--- src/rtl/zsub_pkg.sv ---
// Types, codes and CRC helpers shared by the ZMODEM data subpacket receiver.
package zsub_pkg;

	localparam int COUNT_LIMIT = 1024;
	localparam int CNT_W = 11;

	// symbol kinds
	localparam logic [2:0] KIND_DATA      = 3'd0;
	localparam logic [2:0] KIND_FRAME_END = 3'd1;
	localparam logic [2:0] KIND_CANCEL    = 3'd2;
	localparam logic [2:0] KIND_TIMEOUT   = 3'd3;
	localparam logic [2:0] KIND_BAD_ESC   = 3'd4;

	// result kinds
	localparam logic RES_DATA = 1'b0;
	localparam logic RES_END  = 1'b1;

	// end status codes
	localparam logic [2:0] ST_OK        = 3'd0;
	localparam logic [2:0] ST_BAD_CRC   = 3'd1;
	localparam logic [2:0] ST_CANCELLED = 3'd2;
	localparam logic [2:0] ST_TIMEOUT   = 3'd3;
	localparam logic [2:0] ST_BAD_SUB   = 3'd4;
	localparam logic [2:0] ST_TOO_LONG  = 3'd5;

	// configuration register indexes
	localparam logic CFG_CRC32_MODE = 1'b0;
	localparam logic CFG_MAX_LENGTH = 1'b1;

	localparam logic [31:0] CRC32_INIT    = 32'hFFFF_FFFF;
	localparam logic [31:0] CRC32_RESIDUE = 32'hDEBB_20E3;
	localparam logic [31:0] CRC32_POLY    = 32'hEDB8_8320;
	localparam logic [15:0] CRC16_POLY    = 16'h1021;

	typedef struct packed {
		logic [2:0] symbol_kind;
		logic [7:0] symbol_value;
	} sym_t;

	typedef struct packed {
		logic             result_kind;
		logic [7:0]       data_byte;
		logic [2:0]       status;
		logic [CNT_W-1:0] byte_count;
		logic             last;
	} res_t;

	function automatic logic [15:0] fold16(input logic [15:0] crc, input logic [7:0] b);
		logic [15:0] c;
		c = crc ^ {b, 8'h00};
		for (int i = 0; i < 8; i++) begin
			if (c[15])
				c = {c[14:0], 1'b0} ^ CRC16_POLY;
			else
				c = {c[14:0], 1'b0};
		end
		return c;
	endfunction

	function automatic logic [31:0] fold32(input logic [31:0] crc, input logic [7:0] b);
		logic [31:0] c;
		c = crc ^ {24'h0, b};
		for (int i = 0; i < 8; i++) begin
			if (c[0])
				c = {1'b0, c[31:1]} ^ CRC32_POLY;
			else
				c = {1'b0, c[31:1]};
		end
		return c;
	endfunction

endpackage

--- src/rtl/zmodem_data_subpacket_receiver_unit.sv ---
// ZMODEM data subpacket receiver: byte pass-through, counting and CRC-16/CRC-32 check.
//
// Input channel sym (sym_valid/sym_stall) carries decoded symbols: data bytes,
// frame end with its end character, cancel, timeout, bad escape.
// Output channel res (res_valid/res_stall) carries one data request per data
// byte collected within the length limit and one end request with status that closes a subpacket.
// Frame-end and CRC tail symbols produce no request until the last tail byte.
// Config port: cfg_we writes cfg_data into register cfg_index (0 crc32_mode,
// 1 max_length); it is to be written only while idle, which the block does not
// enforce. A mode write drops the subpacket. A symbol's request passes
// through the input register, then the result register. Throughput: one
// symbol per cycle while res_stall is low; the byte-wide CRC update is combinational.
// When res_stall holds against a pending request, the result register and input
// register both hold and sym_stall rises once both are full.
// Reset clears both pipeline stages, selects CRC-16, max_length 1024,
// and starts collecting a fresh subpacket.
module zmodem_data_subpacket_receiver_unit (
	input  logic                       clk,
	input  logic                       arst_n,
	input  logic                       sym_valid,
	output logic                       sym_stall,
	input  zsub_pkg::sym_t             sym,
	output logic                       res_valid,
	input  logic                       res_stall,
	output zsub_pkg::res_t             res,
	input  logic                       cfg_we,
	input  logic                       cfg_index,
	input  logic [zsub_pkg::CNT_W-1:0] cfg_data
);

	localparam logic PH_COLLECT = 1'b0;
	localparam logic PH_TAIL    = 1'b1;

	logic                       crc32_mode_q;
	logic [zsub_pkg::CNT_W-1:0] max_length_q;
	logic                       phase_q;
	logic [31:0]                crc_q;
	logic [zsub_pkg::CNT_W-1:0] count_q;
	logic [2:0]                 tail_q;
	logic [7:0]                 end_char_q;

	logic           valid_s1;
	zsub_pkg::sym_t sym_s1;
	logic           res_valid_q;
	zsub_pkg::res_t res_q;

	logic adv;
	assign adv       = !res_valid_q || !res_stall;
	assign sym_stall = valid_s1 && !adv;
	assign res_valid = res_valid_q;
	assign res       = res_q;

	// next-state / result logic for the symbol in s1
	logic [31:0]                crc_fold;
	logic [zsub_pkg::CNT_W-1:0] limit;
	logic [2:0]                 tail_dec;
	logic                       crc_good;
	logic                       emit;
	logic                       finish;
	zsub_pkg::res_t             res_d;
	logic                       phase_d;
	logic [31:0]                crc_d;
	logic [zsub_pkg::CNT_W-1:0] count_d;
	logic [2:0]                 tail_d;
	logic [7:0]                 end_char_d;

	always_comb begin
		if (crc32_mode_q)
			crc_fold = zsub_pkg::fold32(crc_q, sym_s1.symbol_value);
		else
			crc_fold = {16'h0, zsub_pkg::fold16(crc_q[15:0], sym_s1.symbol_value)};
	end

	always_comb begin
		if (max_length_q > zsub_pkg::CNT_W'(zsub_pkg::COUNT_LIMIT))
			limit = zsub_pkg::CNT_W'(zsub_pkg::COUNT_LIMIT);
		else
			limit = max_length_q;
	end

	assign tail_dec = (tail_q != 3'd0) ? tail_q - 3'd1 : 3'd0;
	assign crc_good = crc32_mode_q ? (crc_fold == zsub_pkg::CRC32_RESIDUE)
	                               : (crc_fold[15:0] == 16'h0);

	always_comb begin
		emit             = 1'b0;
		finish           = 1'b0;
		res_d.result_kind = zsub_pkg::RES_END;
		res_d.data_byte  = 8'h00;
		res_d.status     = zsub_pkg::ST_OK;
		res_d.byte_count = count_q;
		res_d.last       = 1'b1;
		phase_d          = phase_q;
		crc_d            = crc_q;
		count_d          = count_q;
		tail_d           = tail_q;
		end_char_d       = end_char_q;
		case (sym_s1.symbol_kind)
			zsub_pkg::KIND_DATA: begin
				if (phase_q == PH_COLLECT) begin
					if (count_q >= limit) begin
						finish       = 1'b1;
						res_d.status = zsub_pkg::ST_TOO_LONG;
					end else begin
						emit              = 1'b1;
						crc_d             = crc_fold;
						count_d           = count_q + 1'b1;
						res_d.result_kind = zsub_pkg::RES_DATA;
						res_d.data_byte   = sym_s1.symbol_value;
						res_d.byte_count  = count_q + 1'b1;
						res_d.last        = 1'b0;
					end
				end else begin
					crc_d  = crc_fold;
					tail_d = tail_dec;
					if (tail_dec == 3'd0) begin
						finish = 1'b1;
						if (crc_good) begin
							res_d.status    = zsub_pkg::ST_OK;
							res_d.data_byte = end_char_q;
						end else begin
							res_d.status = zsub_pkg::ST_BAD_CRC;
						end
					end
				end
			end
			zsub_pkg::KIND_FRAME_END: begin
				crc_d      = crc_fold;
				end_char_d = sym_s1.symbol_value;
				phase_d    = PH_TAIL;
				tail_d     = crc32_mode_q ? 3'd4 : 3'd2;
			end
			zsub_pkg::KIND_CANCEL: begin
				finish       = 1'b1;
				res_d.status = zsub_pkg::ST_CANCELLED;
			end
			zsub_pkg::KIND_TIMEOUT: begin
				finish       = 1'b1;
				res_d.status = zsub_pkg::ST_TIMEOUT;
			end
			default: begin
				// bad escape and unused kinds
				finish       = 1'b1;
				res_d.status = zsub_pkg::ST_BAD_SUB;
			end
		endcase
		if (finish) begin
			emit       = 1'b1;
			phase_d    = PH_COLLECT;
			crc_d      = crc32_mode_q ? zsub_pkg::CRC32_INIT : 32'h0;
			count_d    = '0;
			tail_d     = 3'd0;
			end_char_d = 8'h00;
		end
	end

	// s1 fills whenever it is empty or drains into the result register
	always_ff @(posedge clk or negedge arst_n) begin
		if (!arst_n) begin
			valid_s1    <= 1'b0;
			res_valid_q <= 1'b0;
		end else begin
			if (!sym_stall)
				valid_s1 <= sym_valid;
			if (adv)
				res_valid_q <= valid_s1 && emit;
		end
	end

	always_ff @(posedge clk) begin
		if (!sym_stall)
			sym_s1 <= sym;
		if (adv)
			res_q <= res_d;
	end

	always_ff @(posedge clk or negedge arst_n) begin
		if (!arst_n) begin
			crc32_mode_q <= 1'b0;
			max_length_q <= zsub_pkg::CNT_W'(zsub_pkg::COUNT_LIMIT);
			phase_q      <= PH_COLLECT;
			crc_q        <= 32'h0;
			count_q      <= '0;
			tail_q       <= 3'd0;
			end_char_q   <= 8'h00;
		end else if (cfg_we) begin
			if (cfg_index == zsub_pkg::CFG_CRC32_MODE) begin
				crc32_mode_q <= cfg_data[0];
				phase_q      <= PH_COLLECT;
				crc_q        <= cfg_data[0] ? zsub_pkg::CRC32_INIT : 32'h0;
				count_q      <= '0;
				tail_q       <= 3'd0;
				end_char_q   <= 8'h00;
			end else begin
				max_length_q <= cfg_data;
			end
		end else if (valid_s1 && adv) begin
			phase_q    <= phase_d;
			crc_q      <= crc_d;
			count_q    <= count_d;
			tail_q     <= tail_d;
			end_char_q <= end_char_d;
		end
	end

`ifndef SYNTHESIS
	a_last_matches_kind: assert property (@(posedge clk) disable iff (!arst_n)
		res_valid_q |-> (res_q.last == res_q.result_kind))
		else $error("last flag disagrees with result kind");

	a_data_status_ok: assert property (@(posedge clk) disable iff (!arst_n)
		(res_valid_q && res_q.result_kind == zsub_pkg::RES_DATA) |->
		(res_q.status == zsub_pkg::ST_OK))
		else $error("data request carries a nonzero status");

	a_count_bounded: assert property (@(posedge clk) disable iff (!arst_n)
		count_q <= zsub_pkg::CNT_W'(zsub_pkg::COUNT_LIMIT))
		else $error("byte count beyond limit");

	a_collect_no_tail: assert property (@(posedge clk) disable iff (!arst_n)
		(phase_q == PH_COLLECT) |-> (tail_q == 3'd0))
		else $error("tail count set while collecting");
`endif

endmodule
--- config.mk ---
export PLATFORM = sky130hd
export DESIGN_NAME = zmodem_data_subpacket_receiver_unit
export DESIGN_NICKNAME = d
export VERILOG_FILES = /design/src/rtl/zsub_pkg.sv /design/src/rtl/zmodem_data_subpacket_receiver_unit.sv
export SDC_FILE = /design/constraint.sdc
export NUM_CORES = 1
export LEC_CHECK = 0
export BUFFER_PORTS_ARGS = -buffer_cell sky130_fd_sc_hd__buf_2
export CAP_MARGIN = 20
export CORE_MARGIN = 2
export CORE_UTILIZATION = 42
export CTS_CLUSTER_DIAMETER = 60
export CTS_CLUSTER_SIZE = 24
export DETAILED_ROUTE_END_ITERATION = 16
export PLACE_DENSITY_LB_ADDON = 0.08
export SLEW_MARGIN = 20
export SYNTH_ARGS = -nofsm -noshare
export SYNTH_HDL_FRONTEND = slang
export SYNTH_SLANG_ARGS = --single-unit
--- constraint.sdc ---
create_clock -name clk -period 3.6 [get_ports clk]
set_input_delay 0.36 -clock clk [delete_from_list [all_inputs] [get_ports clk]]
set_output_delay 0.36 -clock clk [all_outputs]
set_load 0.02 [all_outputs]
Word-level counts from Yosys, hierarchy flattened
Index checks and enable logic that the tools add are counted.
{"block": "totals", "regBits": 104, "input_bits": 28, "output_inout_bits": 26, "word_cells": 156}
{"block": "op_classes", "addsub": 2, "order_cmp": 2, "eq_ne": 9, "mux": 85, "bitwise": 20, "n_reduce_logical": 22}
{"operator": "$mux 32", "n": 24}
{"operator": "$mux 16", "n": 7}
{"operator": "$not 13->14", "n": 8}
{"operator": "$mux 11", "n": 10}
{"operator": "$mux 13", "n": 8}
{"operator": "$pmux 32 s2", "n": 1}
{"operator": "$mux 8", "n": 6}
{"operator": "$mux 12", "n": 3}
{"operator": "$eq 32x32->1 const B", "n": 1}
{"operator": "$xor 32x8->32", "n": 1}
{"operator": "$mux 3", "n": 8}
{"operator": "$not 3->3", "n": 8}
{"operator": "$logic_not 16->1", "n": 1}
{"operator": "$xor 16x16->16", "n": 1}
{"operator": "$mux 1", "n": 14}
{"operator": "$pmux 3 s4", "n": 1}
{"operator": "$add 11x1->11 const B", "n": 1}
{"operator": "$ge 11x11->1", "n": 1}
{"operator": "$gt 11x11->1 const B", "n": 1}
{"operator": "$mux 9", "n": 1}
{"operator": "$reduce_bool 3->1", "n": 3}
{"operator": "$reduce_and 4->1", "n": 2}
{"operator": "$eq 3x2->1 const B", "n": 2}
{"operator": "$logic_not 3->1", "n": 2}
{"operator": "19 further kinds", "n": 25}

Depth between registers and ports, before layout
Gate-level depths: netlist of the first run.
{"block": "logic_depth", "depth_word": 31, "mapped_depth": 12, "depth_no_buf": 12}

Least setup slack after synthesis of the first run
OpenSTA, ideal clock, no wires.
{"block": "synth_timing", "kind": "register to register", "from": "reg max_length_q[10] (netlist name)", "to": "reg crc_q[10]", "setup_time_ps": 65, "arrival_ps": 3008, "required_ps": 3535, "slack_ps": 527, "stages_incl_launch_ff": 12, "n_path_buf": 1, "synth_period_minus_slack_ps": 3073, "path_cell_list": "dfstp_2 > clkinv_1 > ha_1 > nand2_1 > nor4_1 > a211o_1 > a211oi_1 > a2111oi_2 > nor2_1 > o21ai_1 > clkbuf_1 > o22a_1"}
{"block": "synth_between", "elab_chain_cells": 9, "word_cells_on_any_way": 12, "classes_between": "order compare: 2; eq/ne: 1; mux: 7; reduce/logical: 2"}
{"element": "start, declared", "line_no": "zmodem_data_subpacket_receiver_unit.sv:35", "text": "logic [zsub_pkg::CNT_W-1:0] max_length_q;"}
{"element": "start signal, assigned", "line_no": "zmodem_data_subpacket_receiver_unit.sv:180", "text": "max_length_q <= zsub_pkg::CNT_W'(zsub_pkg::COUNT_LIMIT);"}
{"element": "start signal, assigned", "line_no": "zmodem_data_subpacket_receiver_unit.sv:195", "text": "max_length_q <= cfg_data;"}
{"element": "$gt 11x11->1", "line_no": "zmodem_data_subpacket_receiver_unit.sv:75", "text": "if (max_length_q > zsub_pkg::CNT_W'(zsub_pkg::COUNT_LIMIT))"}
{"element": "$mux 11 (*)", "line_no": "zmodem_data_subpacket_receiver_unit.sv:75"}
{"element": "$ge 11x11->1 (*)", "line_no": "zmodem_data_subpacket_receiver_unit.sv:101", "text": "if (count_q >= limit) begin"}
{"element": "parallel branches: the longest is 6 deep, another holds $ne 5x5->1"}
{"element": "end signal, assigned", "line_no": "zmodem_data_subpacket_receiver_unit.sv:190", "text": "crc_q <= cfg_data[0] ? zsub_pkg::CRC32_INIT : 32'h0;"}
{"element": "end signal, assigned", "line_no": "zmodem_data_subpacket_receiver_unit.sv:199", "text": "crc_q <= crc_d;"}
{"element": "end, declared", "line_no": "zmodem_data_subpacket_receiver_unit.sv:37", "text": "logic [31:0] crc_q;"}
Every way passes the cells marked *. The select of a mux whose other input is x is not followed.
A chain may end at the register's enable or synchronous reset.

Worst setup path in the final report of the first run
{"block": "layout_timing", "from": "reg max_length_q[10] (netlist name)", "to": "reg end_char_q[1]"}
{"block": "layout_between", "elab_chain_cells": 9, "word_cells_on_any_way": 11, "classes_between": "order compare: 2; mux: 7; reduce/logical: 2"}
{"element": "$gt 11x11->1", "line_no": "zmodem_data_subpacket_receiver_unit.sv:75"}
{"element": "$mux 11 (*)", "line_no": "zmodem_data_subpacket_receiver_unit.sv:75"}
{"element": "$ge 11x11->1 (*)", "line_no": "zmodem_data_subpacket_receiver_unit.sv:101"}
{"element": "$mux 1 (*)", "line_no": "zmodem_data_subpacket_receiver_unit.sv:101"}
{"element": "$mux 1 (*)", "line_no": "zmodem_data_subpacket_receiver_unit.sv:100", "text": "if (phase_q == PH_COLLECT) begin"}
{"element": "$pmux 1 s2 (*)", "line_no": "zmodem_data_subpacket_receiver_unit.sv:98", "text": "case (sym_s1.symbol_kind)"}
{"element": "$mux 8", "line_no": "zmodem_data_subpacket_receiver_unit.sv:147", "text": "if (finish) begin"}
{"element": "$mux 8", "line_no": "zmodem_data_subpacket_receiver_unit.sv:197", "text": "end else if (valid_s1 && adv) begin"}
{"element": "$mux 8", "line_no": "zmodem_data_subpacket_receiver_unit.sv:186", "text": "end else if (cfg_we) begin"}
{"element": "end signal, assigned", "line_no": "zmodem_data_subpacket_receiver_unit.sv:202", "text": "end_char_q <= end_char_d;"}
{"element": "end, declared", "line_no": "zmodem_data_subpacket_receiver_unit.sv:40", "text": "logic [7:0] end_char_q;"}
Every way passes the cells marked *; elsewhere a longest branch is shown, timed or not. The select of a mux whose other input is x is not followed.

==> metrics.txt, run 1 <==
status finished, final reports clean; ordered cell list for the critical path clkinv_1 > nand2_1 > ha_1 > nand4_1 > nor4_1 > a211o_1 > a211oi_1 > a2111oi_2 > or3_1 > o21ai_1 > a22o_2; max cap viols 0; final layout net count 680; async set or reset register ratio after synthesis 0.6699; worst path arrival time 3.62 ns; insertion delay to the later sink of the worst-skew pair 0.36 ns; instance area at placement 6815 µm²; TritonCTS clock tree done; count of state elements after synthesis 103; via count of the first global-routing pass 4591; Slew @ Worst Pin 0.8385 ns; antenna violations before repair 0; Max Transition Viols Final 0; count of input and output buffers 53; 1st-iter DRT viols 384; die area 15900 µm²; post-detailed-route wirelength per cell 18.81 µm; n_diodes 0; number of flops mapped to enable cells by yosys 34; post-synth design cell area 6260 µm²; min cycle time layout 3.315 ns; Area contributors post-synth sky130_fd_sc_hd__dfrtp_1, sky130_fd_sc_hd__edfxtp_1, sky130_fd_sc_hd__xnor2_1; Routed Antenna Nets 0; total number of vias 4488; achievable clock frequency 301.6 MHz; Crit-path slowest cell sky130_fd_sc_hd__o21ai_1; number of nets in the synthesized netlist 622; Setup Viol. Count Final 0; Top Family by Delay on Critical Path compound AO/OA/AOI/OAI gates; clock sink count 103; library cells used by synthesis 63; Synthesis Warnings 0; Routed Wire Length 15590 µm; library cell with the largest summed area after synthesis sky130_fd_sc_hd__dfrtp_1; floorplan row count 44; hold crit path type input port to async pin; horizontal extent of the die 126.1 µm; Critical Path Start Type register; post-cts gate resize count 0; most used standard cells in the synthesized netlist sky130_fd_sc_hd__dfrtp_1, sky130_fd_sc_hd__xnor2_1, sky130_fd_sc_hd__nand2_1, sky130_fd_sc_hd__nor2_1, sky130_fd_sc_hd__edfxtp_1; total CTS buffers 9; total I/O pin count 54; fraction of layout cells with a size suffix above 1 0.2186; routed via count divided by cell count 5.414; kind of capture point of the worst setup path register; largest net degree at the start of global routing 45; worst clock skew 0.01385 ns; starting density of the core 0.4307; detailed placement HPWL 11910 µm; hold_buf cts 0; Post-Syn Area per Cell 10.76 µm²; overall fraction of global-route tracks in use 0.2054; post-CTS clock slew at the launch and capture registers of the worst setup and hold paths 0.08 ns; Overflow after GRT 0; Pwr per Cell Area 728.7 nW/µm²; final clock period utilization by the worst path 0.9209; remaining routing DRC violations 0; core area 14530 µm²; post-route cell area 7119 µm²; synth-to-layout area growth 13.73%; Bufs on Longest Clock Path 2; Yosys top cell area share 0.2718; leading register cell type out of synthesis sky130_fd_sc_hd__dfrtp_1; fill cell count 1366; floorplan die height 126.1 µm; data required time of the critical path 3.90 ns; cell at the root of the clock tree sky130_fd_sc_hd__clkbuf_16; maximum single-stage delay on the critical path 0.62 ns; sum of negative setup slack 0 ns; CTS H-tree depth 3; worst path bufs/invs 1; Setup Crit Path Kind register to register; largest driver fanout on the critical path 10; most frequent cell after synthesis sky130_fd_sc_hd__dfrtp_1; setup repair after global routing missed its margin false; Setup Buffers After CTS 0; routability cong. 0.8747; Cells after Synth 582; Leakage Power 2.919 nW; post-synthesis sequential area ratio 0.4391; DRT Pass-1 Iters 5; IR drop worst, VDD 0.3703 mV; Final Hold Violating Endpoints 0; global-route wire length before repair 25350 µm; relative slew slack 0.4399
-- power breakdown --
part           internal (mW)  switching [mW]
Combinational           1.22            1.35
Clock                  0.554           0.480
Sequential              1.39           0.194
Total                   3.16            2.03
-- final timing paths --
path	start	endpoint	slack [ns]	cells after the start
max	max_length_q[10]	end_char_q[1]	0.28	11
min	arst_n	crc_q[22]	0.03	1
max reg2reg	max_length_q[10]	end_char_q[1]	0.28	11
min reg2reg	end_char_q[1]	end_char_q[1]	0.51	1
max in group asynchronous	arst_n	count_q[4]	2.91	2
min in group clk	sym[0]	sym_s1[0]	0.17	1
-- cells in the final DEF, fill, tap and decap left out, types with 13 or more instances in the layout --
cell	count
sky130_fd_sc_hd__mux2i_1	13
sky130_fd_sc_hd__dfrtp_1	68
sky130_fd_sc_hd__inv_1	19
sky130_fd_sc_hd__buf_4	20
sky130_fd_sc_hd__xor2_1	22
sky130_fd_sc_hd__buf_2	53
sky130_fd_sc_hd__xnor2_1	65
sky130_fd_sc_hd__a21oi_1	29
sky130_fd_sc_hd__nand2_1	55
sky130_fd_sc_hd__edfxtp_1	34
sky130_fd_sc_hd__o22a_1	16
sky130_fd_sc_hd__nand3_1	13
sky130_fd_sc_hd__nor2_1	54
-- per-stage QoR --
step	utilization	setup WS, ns	std cells	power (mW)	hold WS [ns]
final	0.4898	0.2846	829	5.188	0.02567
after global routing	0.4898	0.1276	829	5.524	0.07830
after CTS	0.4898	0.3012	829	5.216	0.04291
after detailed placement	0.4689	0.3338	813	4.173	0.4241
after global placement	0.4689	0.4056	813	4.172	0.4275
after floorplan	-	0.5268	582	3.527	0.06441
-- cell families after synthesis --
family                     synth area share
and+or+nand+nor                      0.1345
DFF                                  0.4391
buffers and inverters               0.03078
muxes                               0.04237
xor gates and xnor gates             0.2027
adders and majority gates           0.02398
AOI/OAI and AO/OA                    0.1265
-- per-layer routing --
metal	GRT usage	vias to the layer above	wire (µm)
met5	0	-	0
met4	0.04525	0	164
met3	0.04545	15	685
met2	0.3118	105	6924
met1	0.3025	2208	7815
li1	-	2160	-
-- state kept, by name, indices dropped and copies added (netlist names) --
register,count
count_q,11
crc32_mode_q,1
crc_q,32
end_char_q,8
max_length_q,11
phase_q,1
res,23
res_valid,1
sym_s1,11
tail_q,3
valid_s1,1
-- layout make-up --
class	instances	area, µm²	share of cell area
timing repair buffer	74	435.4	0.06116
clock inverter	6	75.07	0.01054
sequential	103	2749	0.3861
inverter	21	78.83	0.01107
multi-input combinational	431	3322	0.4666
tap	184	230.2	0.03234
clock buffer	10	229.0	0.03216
-- worst reg2reg max path: cells and delay by family, from the launching register on --
| family | cells | cell delay (ns) |
|---|---|---|
| AND/OR/NAND/NOR | 4 | 0.66 |
| AO/OA/AOI/OAI | 5 | 1.56 |
| buffers and inverters | 1 | 0.24 |
| adder cells (fa/ha/maj) | 1 | 0.27 |
| flip-flops | 1 | 0.54 |
No activity file was read; power rests on OpenSTA's default activity.
==> run 2: changes to the inputs <==
Settings changed: CORE_MARGIN 2 to 5, CTS_CLUSTER_DIAMETER 60 to 80, GPL_TIMING_DRIVEN set to 0.
==> run 2 against run 1 <==
Effect of this change: clock-buffer cell count unchanged; register-to-register slack worse by 0.08 ns; design area increased by 0.26%; first-iteration DRC count rose by 0.78%; die area is 9.7% higher; routed wire length increased by 4.4%; critical path depth up 1; largest cell class unchanged; highest routed layer unchanged.
==> metrics.txt, run 2 (synthesis results as in run 1) <==
count of input and output buffers 53; post-route cell area 7138 µm²; detailed placement HPWL 12070 µm; largest driver fanout on the critical path 10; data required time of the critical path 3.69 ns; max cap viols 0; hold crit path type input port to register; switching part of the total 0.3988; Setup Viol. Count Final 0; Routed Wire Length 16280 µm; PnR worst setup slack 0.2079 ns; post-detailed-route wirelength per cell 19.45 µm; die area 17450 µm²; fraction of layout cells with a size suffix above 1 0.2067; most frequent standard cell in the layout excluding fill and tap cells sky130_fd_sc_hd__dfrtp_1; fill cell count 1338; total number of vias 4584; Overflow after GRT 0; starting density of the core 0.4291; Seq pwr share 0.304; DRT Pass-1 Iters 5; remaining routing DRC violations 0; min cycle time layout 3.392 ns; relative slew slack 0.4850; total I/O pin count 54; Bufs on Longest Clock Path 2; largest net degree at the start of global routing 44; status finished, final reports clean; Most flops, register crc_q; insertion delay to the later sink of the worst-skew pair 0.35 ns; via count of the first global-routing pass 4718; Final Hold Violating Endpoints 0; horizontal extent of the die 132.1 µm; Internal 3.077 mW; Overall Power 5.118 mW; final-layout worst hold slack 0.1757 ns; maximum single-stage delay on the critical path 0.57 ns; worst clock skew 0.008367 ns; final layout net count 688; sum of negative setup slack 0 ns; clock sink count 103; TritonCTS clock tree done; global-route wire length before repair 26280 µm; Critical Path Start Type register; antenna violations before repair 0; Setup Buffers After CTS 0; cell at the root of the clock tree sky130_fd_sc_hd__clkbuf_16; synth-to-layout area growth 14.03%; Post-Place Worst Slack -0.4341 ns; CTS H-tree depth 3; n_diodes 0; Slew @ Worst Pin 0.7703 ns; Post-Place Cells 820; part of the power in combinational logic 0.492; achievable clock frequency 294.8 MHz; 1st-iter DRT viols 387; Pwr per Cell Area 716.9 nW/µm²; Hold Path Origin sym[0]; Crit-path slowest cell sky130_fd_sc_hd__dfstp_2; Clk pwr share 0.204; ordered cell list for the critical path clkinvlp_4 > nand2_1 > ha_1 > nor2b_1 > o21a_1 > o211ai_1 > a311o_1 > a21oi_1 > nor2_1 > clkbuf_1 > nand2_1 > xnor2_1; Routed Antenna Nets 0; routed via count divided by cell count 5.477; switching power total 2.041 mW; instance area at placement 6785 µm²; IR drop worst, VDD 0.3297 mV; post-CTS clock slew at the launch and capture registers of the worst setup and hold paths 0.08 ns; floorplan row count 44; routability cong. 0.8758; overall fraction of global-route tracks in use 0.1896; Worst Setup SP max_length_q[10]; final clock period utilization by the worst path 0.9422; max reg flops 32; Leakage Power 2.893 nW; core area 14590 µm²; floorplan die height 132.1 µm; commonest non-fill, non-tap cells in the layout sky130_fd_sc_hd__dfrtp_1, sky130_fd_sc_hd__xnor2_1, sky130_fd_sc_hd__buf_2; setup repair after global routing missed its margin false; cell occurring most often along the worst timing path sky130_fd_sc_hd__nand2_1; r2r startpoint max_length_q[10]; worst path arrival time 3.48 ns; Max Transition Viols Final 0; total CTS buffers 9; kind of capture point of the worst setup path register; final core occ 0.4893; Setup Crit Path Kind register to register; Non-Filler Instances 837
[run 2: cell count changes in the layout (fill, tap and decap cells not counted), sizes merged]
cell / change
clkinv: -1
clkbuf: +17
clkinvlp: +1
dlygate4sd3: +1
buf: -10
[run 2: layout make-up]
class                   instances  area, µm²  area share
multi-input cells             431       3349      0.4692
flip-flops and latches        103       2749      0.3851
repair buffers                 55      305.3     0.04277
well taps                     184      230.2     0.03225
clock buffers                  10      229.0     0.03208
plain buffers                  27      117.6     0.01648
inverters                      21      82.58     0.01157
clock inverters                 6      75.07     0.01052
[run 2: final timing paths]
kind	end	slack [ns]	cells past startpoint
max	res[9]	0.21	12
min	sym_s1[0]	0.18	1
max reg2reg	res[9]	0.21	12
min reg2reg	end_char_q[6]	0.50	1
max in group asynchronous	max_length_q[10]	2.51	3
min in group asynchronous	crc_q[29]	0.48	2
[run 2: power by group through the flow]
stage               clock, mW  combinational (mW)  sequential (mW)
CTS                      1.06                2.50             1.56
finish                   1.04                2.52             1.56
floorplan                   0                1.95             1.57
global route             1.11                2.73             1.58
detailed placement          0                2.48             1.58
global placement            0                2.46             1.57
[run 2: routing by layer]
metal | GRT usage | vias up | routed length [µm]
li1 | - | 2170 | -
met1 | 0.2831 | 2253 | 7931
met2 | 0.2819 | 145 | 7205
met3 | 0.03359 | 16 | 949
met4 | 0.05543 | 0 | 195
met5 | 0 | - | 0
[run 2: timing repair]
action / CTS / global route
hold buffers: 1 / 0
endpoints found under the setup margin: 11 / 38
endpoints found under the hold margin: 26 / 0
resized for setup: 3 / 7
pin swaps: 0 / 0
[run 2: critical path, delay by kind of cell, from the launching register on]
kind | cells | cell delay (ns)
and+or+nand+nor | 4 | 0.72
DFF | 1 | 0.57
buffers and inverters | 2 | 0.61
AOI/OAI and AO/OA | 4 | 0.80
adders and majority gates | 1 | 0.23
xor gates and xnor gates | 1 | 0.19
==> run 3: changes to the inputs <==
Clock period 3.6 ns to 2.95 ns, I/O delays scaled along.
==> run 3 against run 2 <==
Effect of this change: the run now ends with setup timing left; power increased by 42%; register-to-register slack got worse by 0.30 ns; design area rose by 15%; sequential share of layout area shrank 5.1 points; worst setup slack worse by 0.30 ns; non-clock buffer count up 47; sequential power up 22%; clock skew rose by 0.0020 ns; combinational power rose by 66%; routed wire length increased by 8.2%; critical path type unchanged; largest power group unchanged.
==> metrics.txt, run 3 (synthesis results as in run 1) <==
Overall Power 7.275 mW; horizontal extent of the die 132.1 µm; Routed Antenna Nets 0; Max Transition Viols Final 0; post-detailed-route wirelength per cell 19.91 µm; largest driver fanout on the critical path 7; total number of vias 4898; sum of negative setup slack -0.1774 ns; detailed placement HPWL 12000 µm; Pwr per Cell Area 884.1 nW/µm²; floorplan row count 44; total CTS buffers 9; number of stages on the worst hold path 1; switching power total 2.929 mW; commonest non-fill, non-tap cells in the layout sky130_fd_sc_hd__dfrtp_1, sky130_fd_sc_hd__xnor2_1, sky130_fd_sc_hd__buf_2; Post-Place Cells 820; CTS H-tree depth 3; min cycle time layout 3.045 ns; achievable clock frequency 328.4 MHz; routed via count divided by cell count 5.534; remaining routing DRC violations 0; Leakage Power 3.322 nW; antenna violations before repair 0; count of input and output buffers 53; overall fraction of global-route tracks in use 0.1966; post-CTS clock slew at the launch and capture registers of the worst setup and hold paths 0.08 ns; via count of the first global-routing pass 4868; Final Hold Violating Endpoints 0; global-route wire length before repair 27200 µm; starting density of the core 0.4291; Critical Path Start Type register; clock sink count 103; Internal 4.346 mW; floorplan die height 132.1 µm; 1st-iter DRT viols 333; Most flops, register crc_q; Seq pwr share 0.263; largest net degree at the start of global routing 36; Setup Crit Path Kind register to register; TritonCTS clock tree done; relative slew slack 0.4829; max cap viols 0; part of the power in combinational logic 0.575; final core occ 0.5641; hold crit path type input port to register; Overflow after GRT 0; final clock period utilization by the worst path 1.032; switching part of the total 0.4026; data required time of the critical path 3.25 ns; worst path arrival time 3.34 ns; most frequent standard cell in the layout excluding fill and tap cells sky130_fd_sc_hd__dfrtp_1; setup repair after global routing missed its margin true; Non-Filler Instances 885; Routed Wire Length 17620 µm; Clk pwr share 0.162; PnR worst setup slack -0.09550 ns; routability cong. 0.8504; core area 14590 µm²; Bufs on Longest Clock Path 2; total I/O pin count 54; DRT Pass-1 Iters 5; IR drop worst, VDD 0.3889 mV; insertion delay to the later sink of the worst-skew pair 0.36 ns; synth-to-layout area growth 31.46%; final-layout worst hold slack 0.1065 ns; cell at the root of the clock tree sky130_fd_sc_hd__clkbuf_16; n_diodes 0; final layout net count 736; worst clock skew 0.01036 ns; max reg flops 32; Worst Reg-to-Reg Cells 12; kind of capture point of the worst setup path register; Slew @ Worst Pin 0.7734 ns; status complete, but fails checks; die area 17450 µm²; Setup Viol. Count Final 5; fraction of layout cells with a size suffix above 1 0.3566; failing checks setup timing
## run 3: cell type report
class / instances / area [µm²]
Fill cell: 1218 / 6360
Multi-Input combinational cell: 431 / 3909
Sequential cell: 103 / 2749
Timing Repair Buffer: 103 / 785.8
Tap cell: 184 / 230.2
Clock buffer: 9 / 225.2
Buffer: 26 / 186.4
Inverter: 21 / 83.83
Clock inverter: 7 / 53.80
Timing Repair inverter: 1 / 6.256
## run 3: worst paths after layout
kind                                   from               to  slack (ns)
min in group asynchronous            arst_n  max_length_q[6]        0.44
max reg2reg                max_length_q[10]         crc_q[1]        -0.1
max in group asynchronous            arst_n         crc_q[2]        1.94
max                        max_length_q[10]         crc_q[1]        -0.1
min reg2reg                 max_length_q[0]  max_length_q[0]        0.51
min                                  sym[2]        sym_s1[2]        0.11
## run 3: repair_timing
action | in CTS | in global routing
pin swaps | 23 | 38
buffers inserted | 23 | 25
hold buffers | 1 | 0
endpoints found under the hold margin | 33 | 0
gates cloned | 1 | 2
gates resized for setup | 51 | 91
endpoints found under the setup margin | 73 | 68
## run 3: metrics by stage
| step | instance area [µm²] | worst slack (ns) |
|---|---|---|
| 2_1_floorplan | 6265 | 0.008825 |
| 3_3_place_gp | 6760 | -0.6975 |
| 3_5_place_dp | 6783 | -0.7360 |
| 4_1_cts | 7571 | -0.04316 |
| 5_1_grt | 8229 | -0.1766 |
| 6_report | 8229 | -0.09550 |
## run 3: critical path, cell delays in order, from the launching register on
cell	delay (ns)
sky130_fd_sc_hd__dfstp_2	0.61
sky130_fd_sc_hd__clkinv_4	0.13
sky130_fd_sc_hd__nand2_4	0.09
sky130_fd_sc_hd__ha_4	0.20
sky130_fd_sc_hd__nand4_1	0.11
sky130_fd_sc_hd__nor4_2	0.06
sky130_fd_sc_hd__a211o_1	0.32
sky130_fd_sc_hd__a211oi_4	0.30
sky130_fd_sc_hd__a2111oi_4	0.13
sky130_fd_sc_hd__or3_4	0.39
sky130_fd_sc_hd__clkbuf_16	0.19
sky130_fd_sc_hd__a311o_1	0.34
sky130_fd_sc_hd__a21oi_2	0.12
## run 3: power by group through the flow
stage | Combinational, mW | Sequential [mW] | Clock, mW
final | 4.18 | 1.91 | 1.18
after global routing | 4.45 | 1.94 | 1.26
after CTS | 3.46 | 1.91 | 1.20
after detailed placement | 3.03 | 1.93 | 0
after global placement | 3.01 | 1.92 | 0
after floorplan | 2.39 | 1.92 | 0
## run 3: layer usage
metal,share of wire,track usage
met5,0,0
met2,0.46,0.2956
met4,0.019,0.04971
met1,0.46,0.2873
met3,0.053,0.04542
